==> src/rtl/dda_line_pixel_generator_macros.svh <==
// assertion macros for the line pixel generator
`ifndef DDA_LINE_PIXEL_GENERATOR_MACROS_SVH
`define DDA_LINE_PIXEL_GENERATOR_MACROS_SVH

// same-cycle implication, checked out of reset
`define DLPG_ASSERT_IMP(lbl, ante, cons, msg) \
    lbl: assert property (@(posedge clk) disable iff (!rst_n) (ante) |-> (cons)) \
        else $error(msg);

// next-cycle implication, checked out of reset
`define DLPG_ASSERT_NXT(lbl, ante, cons, msg) \
    lbl: assert property (@(posedge clk) disable iff (!rst_n) (ante) |=> (cons)) \
        else $error(msg);

`endif

==> src/rtl/dda_pkg.sv <==
// shared types and constants for the line pixel generator
package dda_pkg;

    localparam int COORD_W   = 24;
    localparam int COLOR_W   = 32;
    localparam int OFFSET_W  = 32;
    localparam int PITCH_W   = 16;
    localparam int PBITS_W   = 7;
    localparam int BYTE_SH   = 3;
    localparam int STRIDE_W  = PBITS_W - BYTE_SH;
    localparam int CFG_W     = 16;
    localparam int CFG_IDX_W = 1;

    localparam logic [CFG_IDX_W-1:0] REG_ROW_PITCH  = 1'b0;
    localparam logic [CFG_IDX_W-1:0] REG_PIXEL_BITS = 1'b1;

    localparam logic [PITCH_W-1:0] ROW_PITCH_RST  = 16'd4096;
    localparam logic [PBITS_W-1:0] PIXEL_BITS_RST = 7'd32;

    localparam logic REQ_START = 1'b0;
    localparam logic REQ_TICK  = 1'b1;

    localparam int SCREEN_WIDTH_DEF  = 1024;
    localparam int SCREEN_HEIGHT_DEF = 1024;
    localparam int FRAC_BITS_DEF     = 8;

    typedef enum logic [1:0] {
        ST_IDLE,
        ST_DIV,
        ST_MUL,
        ST_FIN
    } state_t;

    // status of a bit-serial unit
    typedef struct packed {
        logic busy;
        logic done;
    } ser_stat_t;

endpackage

==> src/rtl/dda_line_pixel_generator.sv <==
// top level of the dda line pixel generator
// start transaction: accept, then the bit-serial step division, then back to idle; the next transaction waits for it
// tick inside the window: accept, bit-serial row multiply, multiply done, then the output load
// tick outside the window or at line end: accept, then the output load
// one item in flight; the output register lets the next item in while a result waits
// rst_n clears state, active flag and output valid at once; configuration registers return to defaults
`include "dda_line_pixel_generator_macros.svh"

module dda_line_pixel_generator #(
    parameter int SCREEN_WIDTH  = dda_pkg::SCREEN_WIDTH_DEF,
    parameter int SCREEN_HEIGHT = dda_pkg::SCREEN_HEIGHT_DEF,
    parameter int FRAC_BITS     = dda_pkg::FRAC_BITS_DEF
) (
    input  logic                              clk,
    input  logic                              rst_n,

    // configuration write port
    input  logic                              cfg_wr_en,
    input  logic [dda_pkg::CFG_IDX_W-1:0]     cfg_index,
    input  logic [dda_pkg::CFG_W-1:0]         cfg_data,

    // input channel
    input  logic                              in_valid,
    output logic                              in_stall,
    input  logic                              req_type,
    input  logic signed [dda_pkg::COORD_W-1:0] start_x,
    input  logic signed [dda_pkg::COORD_W-1:0] start_y,
    input  logic signed [dda_pkg::COORD_W-1:0] end_x,
    input  logic signed [dda_pkg::COORD_W-1:0] end_y,
    input  logic [dda_pkg::COLOR_W-1:0]       line_color,

    // output channel
    output logic                              out_valid,
    input  logic                              out_stall,
    output logic                              pixel_valid,
    output logic [dda_pkg::OFFSET_W-1:0]      pixel_offset,
    output logic [dda_pkg::COLOR_W-1:0]       pixel_color,
    output logic                              line_done
);

    localparam int CW    = dda_pkg::COORD_W;
    localparam int DVS_W = CW - FRAC_BITS;
    localparam int PX_W  = (SCREEN_WIDTH > 1) ? $clog2(SCREEN_WIDTH) : 1;
    localparam int PY_W  = (SCREEN_HEIGHT > 1) ? $clog2(SCREEN_HEIGHT) : 1;
    localparam int PXT_W = PX_W + dda_pkg::STRIDE_W;
    localparam int OW    = dda_pkg::OFFSET_W;

    // window limits in fixed point, held in the offset width
    localparam logic [OW-1:0] WIN_X = OW'(SCREEN_WIDTH) << FRAC_BITS;
    localparam logic [OW-1:0] WIN_Y = OW'(SCREEN_HEIGHT) << FRAC_BITS;

    // ------------------------------------------------------------------
    // registers
    // ------------------------------------------------------------------
    dda_pkg::state_t                  state_reg, state_next;
    logic                             active_reg;
    logic [dda_pkg::PITCH_W-1:0]      row_pitch_reg;
    logic [dda_pkg::PBITS_W-1:0]      pixel_bits_reg;

    logic [CW-1:0]                    cur_x_reg, cur_y_reg;
    logic [CW-1:0]                    step_x_reg, step_y_reg;
    logic [CW-1:0]                    target_x_reg, target_y_reg;
    logic [dda_pkg::COLOR_W-1:0]      held_color_reg;
    logic                             neg_x_reg, neg_y_reg;
    logic                             mx_zero_reg;
    logic                             res_valid_reg;

    // output register, parts the two channels
    logic                             out_valid_reg;
    logic                             pix_valid_reg;
    logic [OW-1:0]                    pix_offset_reg;
    logic [dda_pkg::COLOR_W-1:0]      pix_color_reg;
    logic                             line_done_reg;

    // ------------------------------------------------------------------
    // handshake terms
    // ------------------------------------------------------------------
    logic in_accept;
    logic out_load;
    logic div_start;
    logic mul_start;

    assign in_accept = in_valid && !in_stall;
    assign out_load  = (state_reg == dda_pkg::ST_FIN) && (!out_valid_reg || !out_stall);

    // ------------------------------------------------------------------
    // start: deltas, magnitudes and the larger truncated magnitude
    // ------------------------------------------------------------------
    logic signed [CW:0] dx, dy;
    logic [CW:0]        dx_abs, dy_abs;
    logic [DVS_W-1:0]   ax, ay, mx;

    assign dx     = {end_x[CW-1], end_x} - {start_x[CW-1], start_x};
    assign dy     = {end_y[CW-1], end_y} - {start_y[CW-1], start_y};
    assign dx_abs = dx[CW] ? (~dx + 1'b1) : dx;
    assign dy_abs = dy[CW] ? (~dy + 1'b1) : dy;
    assign ax     = dx_abs[CW-1:FRAC_BITS];
    assign ay     = dy_abs[CW-1:FRAC_BITS];
    assign mx     = (ax > ay) ? ax : ay;

    // step division, one lane per axis sharing the divisor
    logic [CW-1:0]      qx, qy;
    dda_pkg::ser_stat_t div_x_stat, div_y_stat;

    dda_div #(
        .DVD_W (CW),
        .DVS_W (DVS_W)
    ) u_div_x (
        .clk      (clk),
        .rst_n    (rst_n),
        .start    (div_start),
        .dividend (dx_abs[CW-1:0]),
        .divisor  (mx),
        .quotient (qx),
        .stat     (div_x_stat)
    );

    dda_div #(
        .DVD_W (CW),
        .DVS_W (DVS_W)
    ) u_div_y (
        .clk      (clk),
        .rst_n    (rst_n),
        .start    (div_start),
        .dividend (dy_abs[CW-1:0]),
        .divisor  (mx),
        .quotient (qy),
        .stat     (div_y_stat)
    );

    // ------------------------------------------------------------------
    // end test on the current position
    // ------------------------------------------------------------------
    logic signed [CW:0] ex, ey;
    logic [CW:0]        ex_abs, ey_abs;
    logic               at_end;

    assign ex     = {cur_x_reg[CW-1], cur_x_reg} - {target_x_reg[CW-1], target_x_reg};
    assign ey     = {cur_y_reg[CW-1], cur_y_reg} - {target_y_reg[CW-1], target_y_reg};
    assign ex_abs = ex[CW] ? (~ex + 1'b1) : ex;
    assign ey_abs = ey[CW] ? (~ey + 1'b1) : ey;
    assign at_end = (ex_abs[CW:FRAC_BITS] == '0) && (ey_abs[CW:FRAC_BITS] == '0);

    // ------------------------------------------------------------------
    // window test and pixel coordinates
    // ------------------------------------------------------------------
    logic [OW-1:0]                 x_ext, y_ext;
    logic                          in_window;
    logic [PX_W-1:0]               px;
    logic [PY_W-1:0]               py;
    logic [dda_pkg::STRIDE_W-1:0]  stride;
    logic [PXT_W-1:0]              px_term;

    assign x_ext     = OW'(cur_x_reg);
    assign y_ext     = OW'(cur_y_reg);
    assign in_window = !cur_x_reg[CW-1] && !cur_y_reg[CW-1] &&
                       (x_ext < WIN_X) && (y_ext < WIN_Y);
    assign px        = x_ext[FRAC_BITS +: PX_W];
    assign py        = y_ext[FRAC_BITS +: PY_W];
    // byte stride is the bit count over eight
    assign stride    = pixel_bits_reg[dda_pkg::PBITS_W-1:dda_pkg::BYTE_SH];
    assign px_term   = PXT_W'(px) * PXT_W'(stride);

    // pixel offset: row offset plus the column term, one bit of y per cycle
    logic [OW-1:0]      mul_product;
    dda_pkg::ser_stat_t mul_stat;

    dda_mul #(
        .MLT_W (PY_W),
        .MCD_W (dda_pkg::PITCH_W),
        .ACC_W (OW)
    ) u_mul (
        .clk     (clk),
        .rst_n   (rst_n),
        .start   (mul_start),
        .mcand   (row_pitch_reg),
        .mplier  (py),
        .addend  (OW'(px_term)),
        .product (mul_product),
        .stat    (mul_stat)
    );

    // ------------------------------------------------------------------
    // sequencer: next state
    // ------------------------------------------------------------------
    always_comb
    begin
        state_next = state_reg;
        unique case (state_reg)
            dda_pkg::ST_IDLE:
            begin
                priority if (in_accept && req_type == dda_pkg::REQ_START)
                begin
                    state_next = dda_pkg::ST_DIV;
                end
                else if (in_accept && active_reg)
                begin
                    // line end or offscreen pixel needs no multiply
                    state_next = (at_end || !in_window) ? dda_pkg::ST_FIN : dda_pkg::ST_MUL;
                end
                else
                begin
                    state_next = dda_pkg::ST_IDLE;
                end
            end
            dda_pkg::ST_DIV:
            begin
                if (div_x_stat.done)
                begin
                    state_next = dda_pkg::ST_IDLE;
                end
            end
            dda_pkg::ST_MUL:
            begin
                if (mul_stat.done)
                begin
                    state_next = dda_pkg::ST_FIN;
                end
            end
            dda_pkg::ST_FIN:
            begin
                if (out_load)
                begin
                    state_next = dda_pkg::ST_IDLE;
                end
            end
            default:
            begin
                state_next = dda_pkg::ST_IDLE;
            end
        endcase
    end

    // sequencer: outputs
    always_comb
    begin
        in_stall  = (state_reg != dda_pkg::ST_IDLE);
        div_start = 1'b0;
        mul_start = 1'b0;
        if (state_reg == dda_pkg::ST_IDLE && in_valid)
        begin
            div_start = (req_type == dda_pkg::REQ_START);
            mul_start = (req_type == dda_pkg::REQ_TICK) && active_reg && !at_end && in_window;
        end
    end

    // ------------------------------------------------------------------
    // control registers
    // ------------------------------------------------------------------
    always_ff @(posedge clk or negedge rst_n)
    begin
        if (!rst_n)
        begin
            state_reg      <= dda_pkg::ST_IDLE;
            active_reg     <= 1'b0;
            out_valid_reg  <= 1'b0;
            res_valid_reg  <= 1'b0;
            row_pitch_reg  <= dda_pkg::ROW_PITCH_RST;
            pixel_bits_reg <= dda_pkg::PIXEL_BITS_RST;
        end
        else
        begin
            state_reg <= state_next;

            if (cfg_wr_en)
            begin
                unique case (cfg_index)
                    dda_pkg::REG_ROW_PITCH:
                    begin
                        row_pitch_reg <= cfg_data[dda_pkg::PITCH_W-1:0];
                    end
                    dda_pkg::REG_PIXEL_BITS:
                    begin
                        pixel_bits_reg <= cfg_data[dda_pkg::PBITS_W-1:0];
                    end
                    default:
                    begin
                    end
                endcase
            end

            // a start replaces any line in progress
            if (div_start)
            begin
                active_reg <= 1'b1;
            end
            else if (out_load && at_end)
            begin
                active_reg <= 1'b0;
            end

            if (in_accept && req_type == dda_pkg::REQ_TICK && active_reg)
            begin
                res_valid_reg <= !at_end && in_window;
            end

            if (out_load)
            begin
                out_valid_reg <= 1'b1;
            end
            else if (!out_stall)
            begin
                out_valid_reg <= 1'b0;
            end
        end
    end

    // ------------------------------------------------------------------
    // line state and result payload
    // ------------------------------------------------------------------
    always_ff @(posedge clk)
    begin
        if (div_start)
        begin
            cur_x_reg      <= start_x;
            cur_y_reg      <= start_y;
            target_x_reg   <= end_x;
            target_y_reg   <= end_y;
            held_color_reg <= line_color;
            neg_x_reg      <= dx[CW];
            neg_y_reg      <= dy[CW];
            mx_zero_reg    <= (mx == '0);
        end
        else if (in_accept && req_type == dda_pkg::REQ_TICK && active_reg && !at_end)
        begin
            // position wraps in coordinate width
            cur_x_reg <= cur_x_reg + step_x_reg;
            cur_y_reg <= cur_y_reg + step_y_reg;
        end

        // steps truncate toward zero; an empty line gets zero steps
        if (state_reg == dda_pkg::ST_DIV && div_x_stat.done)
        begin
            step_x_reg <= mx_zero_reg ? '0 : (neg_x_reg ? (~qx + 1'b1) : qx);
            step_y_reg <= mx_zero_reg ? '0 : (neg_y_reg ? (~qy + 1'b1) : qy);
        end

        // line end is checked on the advanced position
        if (out_load)
        begin
            pix_valid_reg  <= res_valid_reg;
            pix_offset_reg <= res_valid_reg ? mul_product : '0;
            pix_color_reg  <= res_valid_reg ? held_color_reg : '0;
            line_done_reg  <= at_end;
        end
    end

    assign out_valid    = out_valid_reg;
    assign pixel_valid  = pix_valid_reg;
    assign pixel_offset = pix_offset_reg;
    assign pixel_color  = pix_color_reg;
    assign line_done    = line_done_reg;

    // ------------------------------------------------------------------
    // assertions
    // ------------------------------------------------------------------
    `DLPG_ASSERT_IMP(a_blank_payload, out_valid && !pixel_valid, pixel_offset == '0 && pixel_color == '0, "suppressed pixel carries data")
    `DLPG_ASSERT_IMP(a_div_active, state_reg == dda_pkg::ST_DIV, active_reg, "step division without a line")
    `DLPG_ASSERT_IMP(a_mul_inside, state_reg == dda_pkg::ST_MUL, res_valid_reg, "offset multiply for a suppressed pixel")
    `DLPG_ASSERT_NXT(a_idle_tick, in_accept && req_type == dda_pkg::REQ_TICK && !active_reg, state_reg == dda_pkg::ST_IDLE && !active_reg, "idle tick changed state")

endmodule

==> src/rtl/dda_div.sv <==
// bit-serial restoring divider, one quotient bit per cycle
module dda_div #(
    parameter int DVD_W = dda_pkg::COORD_W,
    parameter int DVS_W = dda_pkg::COORD_W - dda_pkg::FRAC_BITS_DEF
) (
    input  logic                  clk,
    input  logic                  rst_n,
    input  logic                  start,
    input  logic [DVD_W-1:0]      dividend,
    input  logic [DVS_W-1:0]      divisor,
    output logic [DVD_W-1:0]      quotient,
    output dda_pkg::ser_stat_t    stat
);

    localparam int CNT_W = (DVD_W > 1) ? $clog2(DVD_W) : 1;
    localparam logic [CNT_W-1:0] CNT_LAST = CNT_W'(DVD_W - 1);

    logic [CNT_W-1:0] cnt_reg;
    logic             busy_reg;
    logic             done_reg;
    logic [DVD_W-1:0] q_reg;
    logic [DVS_W-1:0] rem_reg;
    logic [DVS_W-1:0] dvs_reg;

    logic [DVS_W:0]   trial;
    logic             ge;
    logic [DVS_W:0]   diff;

    // shift the next dividend bit into the partial remainder
    assign trial = {rem_reg, q_reg[DVD_W-1]};
    assign ge    = trial >= {1'b0, dvs_reg};
    assign diff  = trial - {1'b0, dvs_reg};

    always_ff @(posedge clk or negedge rst_n)
    begin
        if (!rst_n)
        begin
            busy_reg <= 1'b0;
            done_reg <= 1'b0;
            cnt_reg  <= '0;
        end
        else
        begin
            done_reg <= 1'b0;
            if (start)
            begin
                busy_reg <= 1'b1;
                cnt_reg  <= '0;
            end
            else if (busy_reg)
            begin
                cnt_reg <= cnt_reg + 1'b1;
                if (cnt_reg == CNT_LAST)
                begin
                    busy_reg <= 1'b0;
                    done_reg <= 1'b1;
                end
            end
        end
    end

    always_ff @(posedge clk)
    begin
        if (start)
        begin
            q_reg   <= dividend;
            rem_reg <= '0;
            dvs_reg <= divisor;
        end
        else if (busy_reg)
        begin
            q_reg   <= {q_reg[DVD_W-2:0], ge};
            rem_reg <= ge ? diff[DVS_W-1:0] : trial[DVS_W-1:0];
        end
    end

    assign quotient  = q_reg;
    assign stat.busy = busy_reg;
    assign stat.done = done_reg;

endmodule

==> src/rtl/dda_mul.sv <==
// bit-serial shift-add multiplier with a preset addend
module dda_mul #(
    parameter int MLT_W = 10,
    parameter int MCD_W = dda_pkg::PITCH_W,
    parameter int ACC_W = dda_pkg::OFFSET_W
) (
    input  logic                  clk,
    input  logic                  rst_n,
    input  logic                  start,
    input  logic [MCD_W-1:0]      mcand,
    input  logic [MLT_W-1:0]      mplier,
    input  logic [ACC_W-1:0]      addend,
    output logic [ACC_W-1:0]      product,
    output dda_pkg::ser_stat_t    stat
);

    localparam int CNT_W = (MLT_W > 1) ? $clog2(MLT_W) : 1;
    localparam logic [CNT_W-1:0] CNT_LAST = CNT_W'(MLT_W - 1);

    logic [CNT_W-1:0] cnt_reg;
    logic             busy_reg;
    logic             done_reg;
    logic [ACC_W-1:0] acc_reg;
    logic [ACC_W-1:0] mcd_reg;
    logic [MLT_W-1:0] mlt_reg;

    always_ff @(posedge clk or negedge rst_n)
    begin
        if (!rst_n)
        begin
            busy_reg <= 1'b0;
            done_reg <= 1'b0;
            cnt_reg  <= '0;
        end
        else
        begin
            done_reg <= 1'b0;
            if (start)
            begin
                busy_reg <= 1'b1;
                cnt_reg  <= '0;
            end
            else if (busy_reg)
            begin
                cnt_reg <= cnt_reg + 1'b1;
                if (cnt_reg == CNT_LAST)
                begin
                    busy_reg <= 1'b0;
                    done_reg <= 1'b1;
                end
            end
        end
    end

    // lsb first: add the shifted multiplicand for each set bit
    always_ff @(posedge clk)
    begin
        if (start)
        begin
            acc_reg <= addend;
            mcd_reg <= ACC_W'(mcand);
            mlt_reg <= mplier;
        end
        else if (busy_reg)
        begin
            if (mlt_reg[0])
            begin
                acc_reg <= acc_reg + mcd_reg;
            end
            mcd_reg <= {mcd_reg[ACC_W-2:0], 1'b0};
            mlt_reg <= mlt_reg >> 1;
        end
    end

    assign product   = acc_reg;
    assign stat.busy = busy_reg;
    assign stat.done = done_reg;

endmodule

==> config.mk <==
export PLATFORM = sky130hd
export DESIGN_NAME = dda_line_pixel_generator
export DESIGN_NICKNAME = d
export VERILOG_FILES = /design/src/rtl/dda_pkg.sv /design/src/rtl/dda_line_pixel_generator.sv /design/src/rtl/dda_div.sv /design/src/rtl/dda_mul.sv
export VERILOG_INCLUDE_DIRS = /design/src /design/src/rtl
export SDC_FILE = /design/constraint.sdc
export NUM_CORES = 1
export LEC_CHECK = 0
export BUFFER_PORTS_ARGS = -buffer_cell sky130_fd_sc_hd__buf_4
export CAP_MARGIN = 20
export CORE_ASPECT_RATIO = 0.8
export CORE_MARGIN = 4
export CORE_UTILIZATION = 45
export CTS_CLUSTER_SIZE = 8
export DETAILED_ROUTE_END_ITERATION = 8
export PLACE_DENSITY = 0.62
export SETUP_SLACK_MARGIN = 0.15
export SYNTH_ARGS = -nofsm -noshare
export SYNTH_HDL_FRONTEND = slang
export SYNTH_SLANG_ARGS = --single-unit
==> constraint.sdc <==
create_clock -name clk -period 6.3 [get_ports clk]
set_clock_uncertainty 0.15 [all_clocks]
set_input_delay 1.89 -clock clk [delete_from_list [all_inputs] [get_ports clk]]
set_output_delay 1.89 -clock clk [all_outputs]
set_load 0.02 [all_outputs]
# [After elaboration in Yosys (flattened, before gate mapping)]
# Index checks and enable logic that the tools add are counted.
[word_totals] regBits=462 latch_bits=0 ramBits=0 romBits=0 input_bits=151 out_inout_bits=68 word_cells=181 n_memories=0
[op_classes] n_addsub=18 mul=1 div=0 order_cmp=5 eq_ne=10 shifts=0 muxes=58 n_bitwise=8 reduce_logical=43
[op_table] cell="$mux 24" n=12
[op_table] cell="$sub 24x24->25" n=4
[op_table] cell="$add 24x1->24 const B" n=4
[op_table] cell="$not 24->24" n=4
[op_table] cell="$mux 16" n=5
[op_table] cell="$add 25x1->25 const B" n=2
[op_table] cell="$mux 25" n=2
[op_table] cell="$not 25->25" n=2
[op_table] cell="$add 24x24->24" n=2
[op_table] cell="$lt 24x19->1 const B" n=2
[op_table] cell="$mux 14" n=3
[op_table] cell="$ge 17x16->1" n=2
[op_table] cell="$logic_not 17->1" n=2
[op_table] cell="$add 32x32->32" n=1
[op_table] cell="$sub 16x16->16" n=2
[op_table] cell="$mux 1" n=22
[op_table] cell="$mux 10" n=2
[op_table] cell="$mux 5" n=4
[op_table] cell="$logic_and 1x1->1" n=18
[op_table] cell="$gt 16x16->1" n=1
[op_table] cell="$logic_not 16->1" n=1
[op_table] cell="$mul 10x4->14" n=1
[op_table] cell="$reduce_bool 2->1" n=7
[op_table] cell="$add 5x1->5 const B" n=2
[op_table] cell="16 further kinds" n=36

# [Depth between registers and ports, before layout]
# Gate-level depths: netlist of the first run.
[depth] depth_word=12 depth_mapped=29 mapped_depth_nobuf=27

# [By module]
# From an unflattened synthesis of the first run, not the netlist that was laid out.
[unflattened] hier_cells=3544 hier_area_um2=34201.6
[by_module_without_submodules] mod="dda_line_pixel_generator" n_inst=1 cells_per_inst=2362 area_per_inst_um2=21820.9 seq_area_each_um2=7985.2
[by_module_without_submodules] mod="dda_div" n_inst=2 cells_per_inst=340 area_per_inst_um2=3644.7 seq_area_each_um2=1696.6
[by_module_without_submodules] mod="dda_mul" n_inst=1 cells_per_inst=502 area_per_inst_um2=5091.1 seq_area_each_um2=2212.1

# [Least setup slack after synthesis of the first run]
# No wires, ideal clock.
[synth_timing] path_type="in2reg" startpoint="input start_x[1] (netlist bit)" endpoint="register mx_zero_reg, data pin" setup_ps=176 t_arrival_ps=7498 t_required_ps=5974 setup_slack_ps=-1524 stages=25 n_path_buf=0 path_cell_list="inv_1 -> ha_1 -> nor2b_1 -> o31a_1 -> o41a_1 -> a2111oi_0 -> a21o_1 -> nand4b_1 -> nor4b_1 -> a21oi_1 -> xnor2_1 -> inv_1 -> ha_1 -> a21o_1 -> a21o_1 -> a21oi_1 -> nor2b_1 -> o21a_1 -> o21ai_0 -> a21boi_0 -> o21ai_1 -> mux2i_1 -> or4_1 -> or4b_1 -> nor4_1"
[synth_between] elab_chain_len=7
[synth_rtl] item="from (decl)" line_no="dda_line_pixel_generator.sv:26" source="input logic signed [dda_pkg::COORD_W-1:0] start_x,"
[synth_rtl] item="$sub 24x24->25 (*)" line_no="dda_line_pixel_generator.sv:93" source="assign dx = {end_x[CW-1], end_x} - {start_x[CW-1], start_x};"
[synth_rtl] item="$not 24->24" line_no="dda_line_pixel_generator.sv:95" source="assign dx_abs = dx[CW] ? (~dx + 1'b1) : dx;"
[synth_rtl] item="$add 24x1->24" line_no="dda_line_pixel_generator.sv:95"
[synth_rtl] item="$mux 24 (*)" line_no="dda_line_pixel_generator.sv:95"
[synth_rtl] item="$gt 16x16->1" line_no="dda_line_pixel_generator.sv:99" source="assign mx = (ax > ay) ? ax : ay;"
[synth_rtl] item="$mux 16 (*)" line_no="dda_line_pixel_generator.sv:99"
[synth_rtl] item="net mx[4]" line_no="dda_line_pixel_generator.sv:91" source="logic [DVS_W-1:0] ax, ay, mx;"
[synth_rtl] item="$logic_not 16->1 (*)" line_no="dda_line_pixel_generator.sv:322" source="mx_zero_reg <= (mx == '0);"
[synth_rtl] item="to (signal assigned)" line_no="dda_line_pixel_generator.sv:322"
[synth_rtl] item="to (decl)" line_no="dda_line_pixel_generator.sv:65" source="logic mx_zero_reg;"
# The timed path passes the listed nets; every way through them passes the cells marked *.
# A chain may end at the register's enable or synchronous reset.

# [Worst setup path after layout of the first run]
# Ends and elaborated chain as after synthesis.

==> metrics.txt, run 1 <==
WP buf/inv 4; cell taking the most area after synthesis edfxtp_1; routed len/inst 18.0 um; htree depth 3; combinational family with the most area after synthesis compound AO/OA/AOI/OAI gates; CTS sink cnt 459; # setup viols final 13; # fillers 6281; Post-synth EDFFs 349; hold endpoint u_div_x.rem_reg[15]; PwrDens 344 nW/um2; Die H 247 um; crit end category flop; Static Leak 17.1 nW; Iter 0 DRT Violations 2239; Final Non-Filler Cells 4940; # port buffers 218; first-pass GRT wire length 140 mm; HP Class flop to flop; fraction of layout cells with a size suffix above 1 21.3%; FF+latch area 12900 um2; final design utilization 56.6%; largest net degree at the start of global routing 162; Final Critical Period 7.00 ns; Critical Path RT 6.59 ns; ANT nets after route 0; Synth area leaders edfxtp_1, ha_1, dfxtp_1; Compound-Gate Fraction of Synth Area 17.5%; Synth cell types 103; setup slack, reg-to-reg 0.44 ns; post-synthesis sequential area ratio 40.1%; worst vdd ir 0.000223 V; Yosys top cell area share 32.5%; pre-CTS setup slack -1.49 ns; vias per cell 5.52; Final Cycle Share 111%; num rows 87; min-delay src u_div_x.rem_reg[15]; RSZ-0062 raised after global routing yes; syn_nets 3828; simple-gate area share of the yosys netlist 16.9%; routed vias 27.3k; DRC viols 0; Slowest-stage cell, CP or4_1; mean post-synth cell area 9.46 um2; hold slack 0.316 ns; post-synthesis adder-cell area fraction 11.2%; vias in the first global route 25.5k; hpwl dp 67.9 mm; initial antenna violation count 2; mux contribution to synthesized area 3.68%; TritonRoute pass-1 iters 6; Final Cell Area 40000 um2; ys async rst share 9.59%; Top FF cell, synth edfxtp_1; Setup CP Type input port to flop; xor and xnor area share after synthesis 6.39%; Die Span X 307 um; Root Driver clkbuf_16; Antenna Cells 0; multi-input logic area 18400 um2; headroom to the max-slew limit 30.0%; mapped cell area 32200 um2; FF+latch count, synth 459; pin slew with the least headroom to its limit 1.05 ns; die area 75900 um2; Hold Violations, Final 0; GRT overflow 0; crit-path max FO 8; number of CTS-inserted buffers 68; Syn Inst Count 3405; dpl cells 4792; Max Cap Viol 0; Setup crit start kind input port; Reg2Reg Launch Point cur_x_reg[0]; Final #Nets 4378; placed cell areas 37300 um2; Tot Pwr 13.7 mW; clock latency on the worst-skew pair 0.61 ns; Initial Util 45.6%; Max Slew Vio Count 0; crit path DAT 7.29 ns; clock slew at reported path FFs 0.06 ns; Routability Congestion 0.928; status finished with violations; synthesis-to-finish area growth 24.2%; CP delay by family, top simple AND/OR/NAND/NOR gates; setup ws final -0.700 ns; GRT Total Usage 22.9%; Ys Warns 0; CTS tree yes; core area 70600 um2; Ports 219; CTS Hold Bufs 0; max frequency 0.143 GHz; Worst path max stage delay 0.56 ns; Crit Reg-Reg Endpoint u_mul.product[2]; Hold Path Depth 2; Post-Route Setup TNS -2.96 ns; failing checks setup timing; Max Root-Sink Buffers 3; final wirelength 89.0 mm; worst reg-to-reg path cell count 17
## power breakdown
part	switching [mW]	total [mW]	internal (mW)
Sequential	0.488	4.50	4.01
Combinational	3.17	5.79	2.63
Clock	1.39	3.45	2.06
Total	5.04	13.7	8.70
## timing repair
item                       4_1_cts  5_1_grt
setup endpoints to repair       14       19
gates resized for setup         51       41
pin swaps                        9       12
buffers inserted                16        9
cloned                           1        0
## cell usage after synthesis, types with 7 or more instances
master / n
a21oi_1: 262
edfxtp_1: 349
nor3b_1: 12
a21o_1: 67
a21boi_0: 12
o31ai_1: 35
o211ai_1: 17
or4_1: 11
nor2b_1: 40
a31oi_1: 16
xnor2_1: 115
or3_1: 35
nand3_1: 64
o21ai_0: 205
o21a_1: 51
nand4_1: 32
o41ai_1: 15
nand4b_1: 7
a211oi_1: 34
o31a_1: 18
a211o_1: 11
clkbuf_1: 91
and2_1: 95
and3_1: 32
or2_2: 22
nor3_1: 67
nand2_1: 290
dfxtp_1: 66
dfrtp_1: 42
nor4_1: 24
and4_1: 9
o221ai_1: 7
mux2_4: 25
mux2_2: 22
nor2_1: 307
o2111ai_1: 11
buf_2: 7
xor2_1: 120
o21ai_1: 9
fa_1: 25
inv_1: 235
o21bai_1: 9
nand2b_1: 40
ha_1: 247
mux2i_1: 54
## routing by layer
layer	vias up	global-route usage (%)	routed length (um)
met3	125	3.96	5830
met4	2	5.11	1810
met1	12800	34.5	43800
met5	-	0	7
met2	763	34.5	37600
li1	13500	-	-
## worst max path at each step
| stage | from | end | cells past startpoint |
|---|---|---|---|
| CTS | start_y[2] | mx_zero_reg | 28 |
| global placement | start_y[2] | mx_zero_reg | 26 |
| floorplan | start_x[1] | mx_zero_reg | 25 |
| global route | start_x[1] | mx_zero_reg | 26 |
| detailed placement | end_y[0] | mx_zero_reg | 30 |
| finish | start_x[1] | mx_zero_reg | 26 |
## cells in the final DEF (no fill, tap or decap), drive strengths merged, types with 42 or more instances in the layout
cell    netlist  layout
xnor2       115     115
o21a         51      51
edfxtp      349     349
a21oi       262     262
dfxtp        66      66
clkbuf       91     113
buf          20     590
xor2        120     120
inv         237     241
nand3        64      64
a21o         67      67
dfrtp        42      42
o21ai       215     215
ha          247     247
mux2         49      49
and2         95      95
nor2        307     307
nand2       291     291
nor3         68      68
mux2i        54      54
## cell type report
| type | count | share of cell area, % |
|---|---|---|
| clock buffer | 112 | 4.74 |
| tap | 934 | 2.92 |
| multi-input combinational | 2598 | 46.1 |
| sequential | 459 | 32.3 |
| inverter | 237 | 2.27 |
| timing repair buffer | 591 | 11.4 |
| clock inverter | 9 | 0.291 |
## cells by family (layout without fill, tap and decap cells)
family          Yosys count  after routing
simple gates           1112           1112
compound gates          876            876
flops                   459            459
buf+inv                 348            949
fa+ha+maj               272            272
xor+xnor                235            235
mux                     103            103
## tightest hold or removal path, cell delays in order, from the launching register on
cell and delay (ns):
dfxtp_1 0.33, nand2_1 0.05, o21ai_0 0.06
Power figures use the tool's default switching activity.
==> inputs of run 2 (changes only) <==
--- a/config.mk
+++ b/config.mk
@@ -13,7 +13,7 @@
 export CORE_UTILIZATION = 45
 export CTS_CLUSTER_SIZE = 8
 export DETAILED_ROUTE_END_ITERATION = 8
-export PLACE_DENSITY = 0.62
+export PLACE_DENSITY = 0.6
 export SETUP_SLACK_MARGIN = 0.15
 export SYNTH_ARGS = -nofsm -noshare
 export SYNTH_HDL_FRONTEND = slang
==> metrics.txt, run 2 (same netlist as run 1, synthesis figures left out) <==
RSZ-0062 raised after global routing yes; Reg2Reg Launch Point cur_y_reg[0]; Routability Congestion 0.919; Clk network pwr share 25.3%; setup slack, reg-to-reg 0.34 ns; max frequency 0.145 GHz; DRC viols 0; # setup viols final 6; final wirelength 90.5 mm; Setup crit start kind input port; Critical Path RT 6.59 ns; crit end category flop; dpl cells 4804; min-delay src u_div_x.rem_reg[15]; crit-path max FO 7; die area 75900 um2; synthesis-to-finish area growth 25.4%; Hold Path Depth 2; ANT nets after route 0; clock slew at reported path FFs 0.06 ns; number of CTS-inserted buffers 68; clock latency on the worst-skew pair 0.63 ns; Iter 0 DRT Violations 2180; Max Slew Vio Count 0; htree depth 3; GRT overflow 0; hold slack 0.302 ns; first-pass GRT wire length 142 mm; TritonRoute pass-1 iters 5; Initial Util 45.6%; pin slew with the least headroom to its limit 1.04 ns; Post-Route Setup TNS -1.67 ns; Tot Pwr 14.0 mW; Die H 247 um; initial antenna violation count 0; HP Class flop to flop; fraction of layout cells with a size suffix above 1 22.0%; Psw 5.16 mW; Final Cycle Share 109%; most frequent cells in the layout buf_4, edfxtp_1, nor2_1; # fillers 6309; CTS tree yes; Antenna Cells 0; Root Driver clkbuf_16; routed len/inst 18.2 um; pre-CTS setup slack -1.55 ns; Hold Violations, Final 0; Final #Nets 4407; setup ws final -0.595 ns; headroom to the max-slew limit 30.7%; commonest non-fill, non-tap cell in the layout buf_4; Static Leak 17.3 nW; Net Sw Frac 36.8%; Final Cell Area 40400 um2; combinational share of power 42.6%; hpwl dp 69.4 mm; Max Root-Sink Buffers 3; num rows 87; Final Non-Filler Cells 4969; placed cell areas 37500 um2; Crit Reg-Reg Endpoint cur_y_reg[3]; status finished with violations; CTS sink cnt 459; routed vias 27.2k; Die Span X 307 um; core area 70600 um2; CTS Hold Bufs 0; Final Critical Period 6.89 ns; crit path DAT 7.19 ns; share of power burned in registers 32.1%; vias per cell 5.46; final design utilization 57.2%; largest net degree at the start of global routing 81; internal power 8.86 mW; # port buffers 218; worst reg-to-reg path cell count 18; worst vdd ir 0.000257 V; PwrDens 347 nW/um2; Max Cap Viol 0; Ports 219; Setup CP Type input port to flop; GRT Total Usage 23.5%; hold endpoint u_div_x.rem_reg[15]; failing checks setup timing; vias in the first global route 25.7k
run 2: power groups by stage:
| stage | Combinational (mW) | Sequential (mW) | Clock, mW |
|---|---|---|---|
| detailed placement | 5.49 | 4.54 | 0 |
| finish | 5.98 | 4.50 | 3.55 |
| global route | 6.65 | 4.56 | 3.77 |
| CTS | 5.79 | 4.48 | 3.63 |
| floorplan | 3.78 | 4.40 | 0 |
| global placement | 5.39 | 4.53 | 0 |
run 2: area by class of cell:
class	count	area [um2]	area share, %
clock buffer	112	1880	4.65
multi-input combinational	2598	18500	45.8
tap	934	1170	2.89
timing repair buffer	620	4850	12.0
sequential	459	12900	32.0
inverter	237	907	2.25
clock inverter	9	190	0.471
run 2: worst max-delay path by stage:
stage / end / slack [ns] / from / cells after the start
CTS: mx_zero_reg / -0.58 / start_x[1] / 29
global placement: mx_zero_reg / -1.40 / start_x[1] / 28
detailed placement: mx_zero_reg / -1.55 / start_y[0] / 26
global route: mx_zero_reg / -0.92 / start_x[1] / 27
floorplan: mx_zero_reg / -1.08 / start_x[1] / 25
finish: mx_zero_reg / -0.59 / start_x[1] / 28
run 2: metal layers:
layer / wire length [um] / vias up / track usage (%)
li1: - / 13600 / -
met5: 0 / - / 0
met2: 38100 / 687 / 35.2
met1: 45300 / 12800 / 35.2
met3: 5540 / 100 / 4.45
met4: 1620 / 0 / 5.06
run 2: repair_timing:
action / in CTS / in global routing
gates cloned: 1 / 0
pin swaps: 16 / 18
resized for setup: 63 / 46
endpoints found under the hold margin: 0 / 0
setup buffers: 33 / 9
endpoints found under the setup margin: 16 / 17
run 2: worst max-delay path: stages:
cell and delay [ns]:
buf_12 0.11, inv_12 0.04, ha_4 0.17, nor2b_4 0.12, o31a_1 0.26, o41a_1 0.45
a2111o_1 0.48, a221oi_2 0.29, nand2b_4 0.18, buf_6 0.10, nor4_4 0.03, and3b_2 0.24
a21oi_4 0.14, xnor2_2 0.14, inv_2 0.06, ha_4 0.26, and4_1 0.17, nand4_1 0.17
a21oi_2 0.16, nor2_1 0.05, a21boi_1 0.16, o21ai_2 0.07, buf_6 0.13, buf_4 0.13
mux2i_1 0.11, or4_1 0.40, or4b_4 0.50, nor4_2 0.14
==> inputs of run 3 (changes only) <==
--- a/config.mk
+++ b/config.mk
@@ -13,6 +13,7 @@
 export CORE_UTILIZATION = 45
 export CTS_CLUSTER_SIZE = 8
 export DETAILED_ROUTE_END_ITERATION = 8
+export GPL_TIMING_DRIVEN = 0
 export PLACE_DENSITY = 0.6
 export SETUP_SLACK_MARGIN = 0.15
 export SYNTH_ARGS = -nofsm -noshare
==> metrics.txt, run 3 (same netlist as run 1, synthesis figures left out) <==
status finished with violations; failing checks setup timing; multi-input logic area 18700 um2; FF+latch area 12900 um2; hpwl dp 72.7 mm; htree depth 3; Root Driver clkbuf_16; GRT Total Usage 24.1%; pin slew with the least headroom to its limit 1.09 ns; commonest non-fill, non-tap cell in the layout edfxtp_1; Final Cycle Share 119%; Routability Congestion 0.925; fraction of layout cells with a size suffix above 1 15.5%; hold slack 0.315 ns; HP Class flop to flop; placed cell areas 35400 um2; final wirelength 94.6 mm; final design utilization 54.6%; crit end category flop; vias per cell 5.65; Slowest-stage cell, CP o41a_1; core area 70600 um2; first-pass GRT wire length 143 mm; Setup CP Type input port to flop; Post-Route Setup TNS -10.07 ns; routed vias 26.8k; Psw 5.19 mW; Static Leak 16.0 nW; share of power burned in registers 32.8%; Iter 0 DRT Violations 2514; Worst path max stage delay 0.56 ns; Final Cell Area 38600 um2; headroom to the max-slew limit 27.1%; RSZ-0062 raised after global routing yes; CTS tree yes; initial antenna violation count 2; max frequency 0.133 GHz; crit-path max FO 6; clock latency on the worst-skew pair 0.62 ns; die area 75900 um2; routed len/inst 19.9 um; Max Root-Sink Buffers 3; vias in the first global route 24.6k; Die Span X 307 um; clock slew at reported path FFs 0.06 ns; PwrDens 353 nW/um2; combinational share of power 42.1%; Critical Path RT 6.56 ns; Setup crit start kind input port; # fillers 6441; Final #Nets 4185; Net Sw Frac 38.0%; most frequent cells in the layout edfxtp_1, nor2_1, nand2_1; number of CTS-inserted buffers 67; synthesis-to-finish area growth 19.8%; Final Critical Period 7.50 ns; Clk network pwr share 25.1%; ANT nets after route 0; Max Cap Viol 0; TritonRoute pass-1 iters 6; Ports 219; Tot Pwr 13.6 mW; largest net degree at the start of global routing 45; crit path DAT 7.76 ns; setup ws final -1.20 ns; CTS Hold Bufs 0; worst vdd ir 0.000214 V; GRT overflow 0; DRC viols 0; internal power 8.46 mW; CTS sink cnt 459; num rows 87; Initial Util 45.6%; # setup viols final 17; # port buffers 218; Max Slew Vio Count 0; Hold Violations, Final 0; Die H 247 um
run 3: cell types whose count changed in the layout (fill, tap and decap cells not counted), sizes merged:
cell    delta
bufinv     -1
clkbuf    +96
diode      +2
buf      -313
run 3: routing by layer:
metal / up-vias / track usage [%] / routed length, um
li1: 13100 / - / -
met1: 12700 / 35.5 / 45500
met2: 880 / 35.4 / 39300
met3: 157 / 5.07 / 6900
met4: 2 / 7.84 / 2880
met5: - / 0 / 9
run 3: worst max-delay path: cells and delay by family:
family	cells	cell delay (ns)
simple gates	10	2.43
compound gates	8	2.35
fa+ha+maj	2	0.45
buf+inv	4	0.36
xor+xnor	1	0.16
mux	1	0.13
run 3: worst paths after layout:
kind                                             to                start  cells after the start  slack [ns]
worst max register to register         cur_x_reg[8]      target_x_reg[0]                     17        0.55
worst max-delay path                    mx_zero_reg           start_x[1]                     26       -1.20
worst min register to register  u_div_y.rem_reg[15]  u_div_y.rem_reg[15]                      2        0.31
min in group asynchronous        u_div_y.cnt_reg[1]                rst_n                      1        1.15
worst min-delay path            u_div_y.rem_reg[15]  u_div_y.rem_reg[15]                      2        0.31
max in group asynchronous          row_pitch_reg[2]                rst_n                      1        4.42
run 3: repair_timing:
action                     4_1_cts  5_1_grt
pin swaps                       34       18
resized for setup              115       32
gates cloned                     0        0
buffers inserted                45       16
setup endpoints to repair       17       67
run 3: power by group through the flow:
stage | sequential (mW) | clock, mW | combinational, mW
after global placement | 4.53 | 0 | 5.02
after detailed placement | 4.50 | 0 | 5.10
after global routing | 4.52 | 3.64 | 6.34
after floorplan | 4.40 | 0 | 3.78
final | 4.47 | 3.43 | 5.74
after CTS | 4.45 | 3.51 | 5.50
run 3: through the flow:
stage | cells | setup slack (ns)
5_1_grt | 4752 | -1.41
3_3_place_gp | 4557 | -2.68
6_report | 4753 | -1.20
4_1_cts | 4734 | -0.990
2_1_floorplan | 3405 | -1.08
3_5_place_dp | 4565 | -2.68
run 3: cell type report:
class | count | share of cell area (%)
clock buffers | 116 | 4.85
multi-input cells | 2598 | 48.5
repair buffers | 288 | 6.07
well taps | 934 | 3.03
clock inverters | 8 | 0.311
plain buffers | 111 | 1.41
flip-flops and latches | 459 | 33.4
inverters | 237 | 2.34
diodes | 2 | 0.0130
